$ cat config.mk
export PLATFORM = sky130hd
export DESIGN_NAME = sck_fifo
export DESIGN_NICKNAME = d
export VERILOG_FILES = /design/src/rtl/core/sck_pkg.sv /design/src/rtl/core/sck_fifo.sv
export SDC_FILE = /design/constraint.sdc
export NUM_CORES = 1
export LEC_CHECK = 0
export BUFFER_PORTS_ARGS = -buffer_cell sky130_fd_sc_hd__buf_4
export CORE_MARGIN = 10
export CORE_UTILIZATION = 45
export DETAILED_ROUTE_END_ITERATION = 7
export HOLD_SLACK_MARGIN = 0.05
export PLACE_DENSITY_LB_ADDON = 0.08
export SLEW_MARGIN = 20
export SYNTH_ARGS = -nofsm -noshare
export SYNTH_HDL_FRONTEND = slang
export SYNTH_SLANG_ARGS = --single-unit
$ cat constraint.sdc
create_clock -name aclk -period 5.8 [get_ports aclk]
set_clock_uncertainty 0.1 [all_clocks]
set_input_delay 0.58 -clock aclk [delete_from_list [all_inputs] [get_ports aclk]]
set_output_delay 0.58 -clock aclk [all_outputs]
set_load 0.01 [all_outputs]
$ cat src/rtl/core/sck_pkg.sv
// ----------------------------------------------------------------------------
// sck_pkg: shared types and constants of the cubic spline kernel
// Fixed-point formats, pipeline geometry and the item handed from the
// front pipeline through the queue to the back pipeline.
// ----------------------------------------------------------------------------
package sck_pkg;

    localparam int FRAC_BITS  = 16;           // fraction bits of r, h and outputs
    localparam int DIV_STEP   = 2;            // quotient bits per divider stage
    localparam int Q_BITS     = 30;           // fraction bits of q
    localparam int Q_STG      = Q_BITS / DIV_STEP;
    localparam int SPS        = 64 / DIV_STEP; // step stages per scaling slot
    localparam int SLOT_LEN   = SPS + 1;       // load stage plus step stages
    localparam int NSLOT      = 4;             // at most d+1 divisions by h
    localparam int NDIV       = NSLOT * SLOT_LEN;
    localparam int VSHIFT     = 44 - FRAC_BITS;
    localparam int SHW        = 34;            // width of the shape terms
    localparam int NLANE      = 3;
    localparam int LANE_W     = 0;
    localparam int LANE_R     = 1;
    localparam int LANE_H     = 2;
    localparam int FIFO_DEPTH = 4;
    localparam int FIFO_AW    = $clog2(FIFO_DEPTH);

    localparam logic [1:0] DIM_ONE   = 2'd1;
    localparam logic [1:0] DIM_TWO   = 2'd2;
    localparam logic [1:0] DIM_THREE = 2'd3;
    localparam logic [1:0] DIM_RESET = DIM_TWO;

    // normalization constants, Q.30
    localparam logic [31:0] NORM_D1 = 32'd1431655765;
    localparam logic [31:0] NORM_D2 = 32'd1953043645;
    localparam logic [31:0] NORM_D3 = 32'd2734261102;

    typedef struct packed {
        logic        bad;
        logic        outside;
        logic [1:0]  dim;
        logic [31:0] h;
        logic        neg_r;
        logic        neg_h;
    } meta_t;

    typedef struct packed {
        meta_t          meta;
        logic [SHW-1:0] p;
        logic [SHW-1:0] pm;
        logic [SHW-1:0] g;
    } item_t;

endpackage

$ cat src/rtl/core/sck_fifo.sv
// ----------------------------------------------------------------------------
// sck_fifo: short queue between the front and back pipelines
// Holds shape items so that either side can stall on its own.
// ----------------------------------------------------------------------------
module sck_fifo import sck_pkg::*; (
    input  logic  aclk,
    input  logic  aresetn,
    input  logic  in_valid,
    output logic  in_ready,
    input  item_t in_item,
    output logic  out_valid,
    input  logic  out_ready,
    output item_t out_item
);

    item_t              mem_reg [FIFO_DEPTH];
    logic [FIFO_AW-1:0] wr_ptr_reg, rd_ptr_reg;
    logic [FIFO_AW:0]   count_reg, count_next;
    logic               push, pop;

    assign in_ready  = count_reg != FIFO_AW'(0) + (FIFO_AW+1)'(FIFO_DEPTH);
    assign out_valid = count_reg != '0;
    assign out_item  = mem_reg[rd_ptr_reg];
    assign push      = in_valid && in_ready;
    assign pop       = out_valid && out_ready;

    always_comb begin
        count_next = count_reg;
        if (push && !pop) begin
            count_next = count_reg + 1'b1;
        end else if (pop && !push) begin
            count_next = count_reg - 1'b1;
        end
    end

    always_ff @(posedge aclk) begin
        if (!aresetn) begin
            wr_ptr_reg <= '0;
            rd_ptr_reg <= '0;
            count_reg  <= '0;
        end else begin
            if (push) begin
                wr_ptr_reg <= wr_ptr_reg + 1'b1;
            end
            if (pop) begin
                rd_ptr_reg <= rd_ptr_reg + 1'b1;
            end
            count_reg <= count_next;
        end
    end

    always_ff @(posedge aclk) begin
        if (push) begin
            mem_reg[wr_ptr_reg] <= in_item;
        end
    end

endmodule

Word-level counts from Yosys, hierarchy flattened --
Memories as Yosys holds them, arrays and structs flattened. A register that Yosys moved wholly into a read port is not among the register bits. Cells that the tools add are included.
Word-level totals: bits in registers 7, memory bits (writable) 560, input bits 144, memories kept 1
Cells by class: add/subtract/negate cells 4, equality and inequality tests 1, multiplexer cells 6, reductions and logical operators 8
Memory list:
- mem_reg | depth 4, bits a word 140, rd ports 1, clocked after memory_dff 1, wr ports 1, RTL line sck_fifo.sv:16 | item_t mem_reg [FIFO_DEPTH];
Operators by type and width (number):
- 3-bit 2-to-1 mux | 2
- 2-bit by 1-bit adder with 2-bit output, second input constant | 2
- 1-bit logical AND | 4
- 2-bit 2-to-1 mux | 2
- 3-bit by 1-bit adder with 3-bit output, second input constant | 1
- 3-bit != test, second input constant | 1
- 3-bit nonzero test | 1
- 3-bit by 1-bit subtractor with 3-bit output, second input constant | 1
- 1-bit zero test | 2
- 1-bit 2-to-1 mux | 2
- 2-bit nonzero test | 1

Depth between registers and ports, before layout --
depth after elaboration 6, depth in mapped cells 8, depth with buffers taken out 8

Worst setup path before layout --
No wires, ideal clock.
kind input port to flip-flop, start point input port in_valid, end point memory mem_reg[0][0] (netlist bit) (enable), arrival 4.111 ns, path slack 1.073 ns, cell stages on the path 2, cell sequence a21boi_2 and2_1
On the way: longest elaborated chain between the ends 3
Ends and longest elaborated chain:
- start, declared | RTL line sck_fifo.sv:8 | input logic in_valid,
- 1-bit logical AND | RTL line sck_fifo.sv:24 | assign push = in_valid && in_ready;
- 1-bit 2-to-1 mux | RTL line sck_fifo.sv:53 | if (push) begin
- 1-bit 2-to-1 mux (implied by the code) | RTL line sck_fifo.sv:54 | mem_reg[wr_ptr_reg] <= in_item;
- end, declared | RTL line sck_fifo.sv:16
No other way between the ends.

==> reports/metrics.cfg <==
[min_path]
holdPathEnd=mem_reg[1][5]$_DFFE_PP_
holdCritStartpoint=in_item[5]
min_path_type=in -> reg
worstHoldPathCells=1

[floorplan]
io_pins=286
die_y_um=234
start_util_pct=45.5
rows=78
coreArea_um2=45400
dieArea_um2=54900
die_w_um=234

[finish]
largest_reg_flops=560
fillers=3409
multi_input_area_um2=3440
final_nets=1329
final_util_pct=57.2
syn_to_final_growth_pct=25.6
drive_gt1_share_pct=42.3
regArea_um2=17000

[pwr]
p_leak_uw=0.00867
power_frac_comb_pct=25.3
internal_power_uw=8360
cellPowerDensity_nw_per_um2=436
seq_power_share_pct=45.1
sw_frac_of_total_pct=26.2
p_sw_uw=2970
irDropWorstVdd_mv=0.310
pwr-share-clk_pct=29.6

[routing]
wl_per_cell_um=23.6
ant_nets=0
drtPass1Iterations=5
drt_wl_total_um=43000
drc=0
drtIter0Drc=724
viasPerCell=5.19
num_vias=9454

[grt]
grt_start_max_net_pins=87
grt.total_usage_pct=15.6
antenna_found_initial=1
grt_overflow_total=0
grt_pass1_vias=10200
grt_first_pass_wirelength_um=64600

[placed_design]
gp_congestion=0.695
place_hpwl_um=25500
port_buffers=285

[worst_setup_path]
max_stage_delay_ns=0.66
cp_slowest_cell=mux4_2
critPathCaptureType=output pin
path_class=reg -> out
ff2ff_path_depth=5
critical_path_arrival_ns=2.48
cp.required_ns=5.12
r2r_setup_slack_ns=2.90
crit_fanout=71
path_cells=buf_12, mux4_2, buf_4
worstReg2RegStart=count_reg[0]$_SDFFE_PN0P_
cp-start-kind=flop
r2r_end=mem_reg[0][32]$_DFFE_PP_

[cts]
cts_sinks=569
cts_max_path_buffers=3
cts_tree=done
cts_buffers=58
htreeDepth=2
cts_hold_buf=75
post_cts_buffers=0
path_clk_slew_ns=0.06
cts_root_buf=clkbuf_16
post_cts_resized=0
insertion_delay_ns=0.59

[yosys]
synth-seq-cells=569
syn_avg_cell_area_um2=26.5
synth_nets=930
synth_seq_area_share_pct=82.2
syn_inst=780
syn_area_um2=20700
yosys_warnings=0
ys_types=22

[timing]
slew_violations=0
rsz0062_at_grt=false
period_share_pct=54.5
fin_crit_ns=3.16
fmax_mhz=316
tightest_slew_ns=1.04
finalHoldViolations=0
setup_viol=0
relSlewSlack_pct=30.8
fin_setup_tns_ns=0

[flow_run]
cap_violations=0

[status]
status=finished clean

-- routing by layer --
layer / global-route usage (%) / vias up / part of all wire [%]
met5: 0 / - / 0.030
met3: 4.40 / 59 / 6.8
met1: 21.4 / 4973 / 43
met2: 24.3 / 252 / 49
li1: - / 4168 / -
met4: 4.33 / 2 / 2.0
-- synth_stat cells (all sizes together) --
cell type	instances	share of area, %
xnor2	3	0.13
nor2b	1	0.030
nand2	5	0.091
a21boi	2	0.091
o31ai	1	0.036
dfxtp	9	0.87
ha	5	0.30
inv	3	0.054
or3	2	0.061
and2	8	0.24
buf	27	0.99
nor2	1	0.018
o21ai	1	0.024
clkbuf	6	0.11
fa	1	0.097
mux2i	3	0.15
xor2	1	0.042
mux4	140	15
edfxtp	560	81
o311ai	1	0.042
-- logic make-up after synthesis --
| family | after synthesis | synth area share, % |
|---|---|---|
| compound gates | 5 | 0.194 |
| mux | 143 | 15.4 |
| fa+ha+maj | 6 | 0.400 |
| buf+inv | 36 | 1.15 |
| xor+xnor | 4 | 0.170 |
| flops | 569 | 82.2 |
| simple gates | 17 | 0.442 |
-- stage by stage --
step / total power [µW] / instances / setup slack [ns] / instance area, µm² / hold slack (ns)
5_1_grt: 11800 / 1821 / 2.47 / 25900 / 0.0514
4_1_cts: 11500 / 1821 / 2.59 / 25900 / 0.0500
2_1_floorplan: 6850 / 780 / 1.07 / 20700 / 0.368
3_3_place_gp: 8100 / 1644 / 2.78 / 23500 / 0.391
3_5_place_dp: 8110 / 1644 / 2.76 / 23500 / 0.395
6_report: 11300 / 1822 / 2.64 / 26000 / 0.0844
-- worst max path at each step --
stage                        start                  endpoint  slack, ns  cells past startpoint
after detailed placement  in_valid  mem_reg[0][41]$_DFFE_PP_       2.76                      5
after global placement    in_valid  mem_reg[0][41]$_DFFE_PP_       2.78                      5
final                         flop             out_item[124]       2.64                      3
after CTS                     flop             out_item[124]       2.59                      3
after floorplan           in_valid   mem_reg[0][0]$_DFFE_PP_       1.07                      2
after global routing          flop             out_item[124]       2.47                      3
-- final cells by class --
cell class / instances / area share [%]
clock buffers: 77 / 5.95
diodes: 1 / 0.00964
repair buffers: 372 / 11.8
multi-input cells: 175 / 13.3
inverters: 3 / 0.0434
flip-flops and latches: 569 / 65.5
well taps: 600 / 2.89
clock inverters: 25 / 0.545
-- critical path: cells and delay by family (launching register included) --
kind / cells / cell delay (ns)
buf+inv: 2 / 0.63
flops: 1 / 0.46
mux: 1 / 0.66
-- cell usage in the layout, fill, tap and decap left out, types with 5 or more instances in the layout --
| master | netlist | routed |
|---|---|---|
| clkbuf_1 | 6 | 18 |
| buf_4 | 0 | 291 |
| dfxtp_1 | 9 | 7 |
| clkinv_1 | 0 | 12 |
| edfxtp_1 | 560 | 560 |
| dlygate4sd3_1 | 0 | 75 |
| mux4_2 | 140 | 140 |
| buf_12 | 0 | 6 |
| clkinv_2 | 0 | 10 |
| clkbuf_16 | 0 | 59 |
| ha_1 | 5 | 5 |
| nand2_1 | 5 | 5 |
-- power by group through the flow --
stage,Combinational (µW),Sequential (µW),Clock [µW]
floorplan,1660,5190,0
global placement,2930,5180,0
detailed placement,2920,5190,0
CTS,2970,5110,3450
global route,3090,5140,3610
finish,2870,5100,3350
Power figures use the tool's default switching activity.
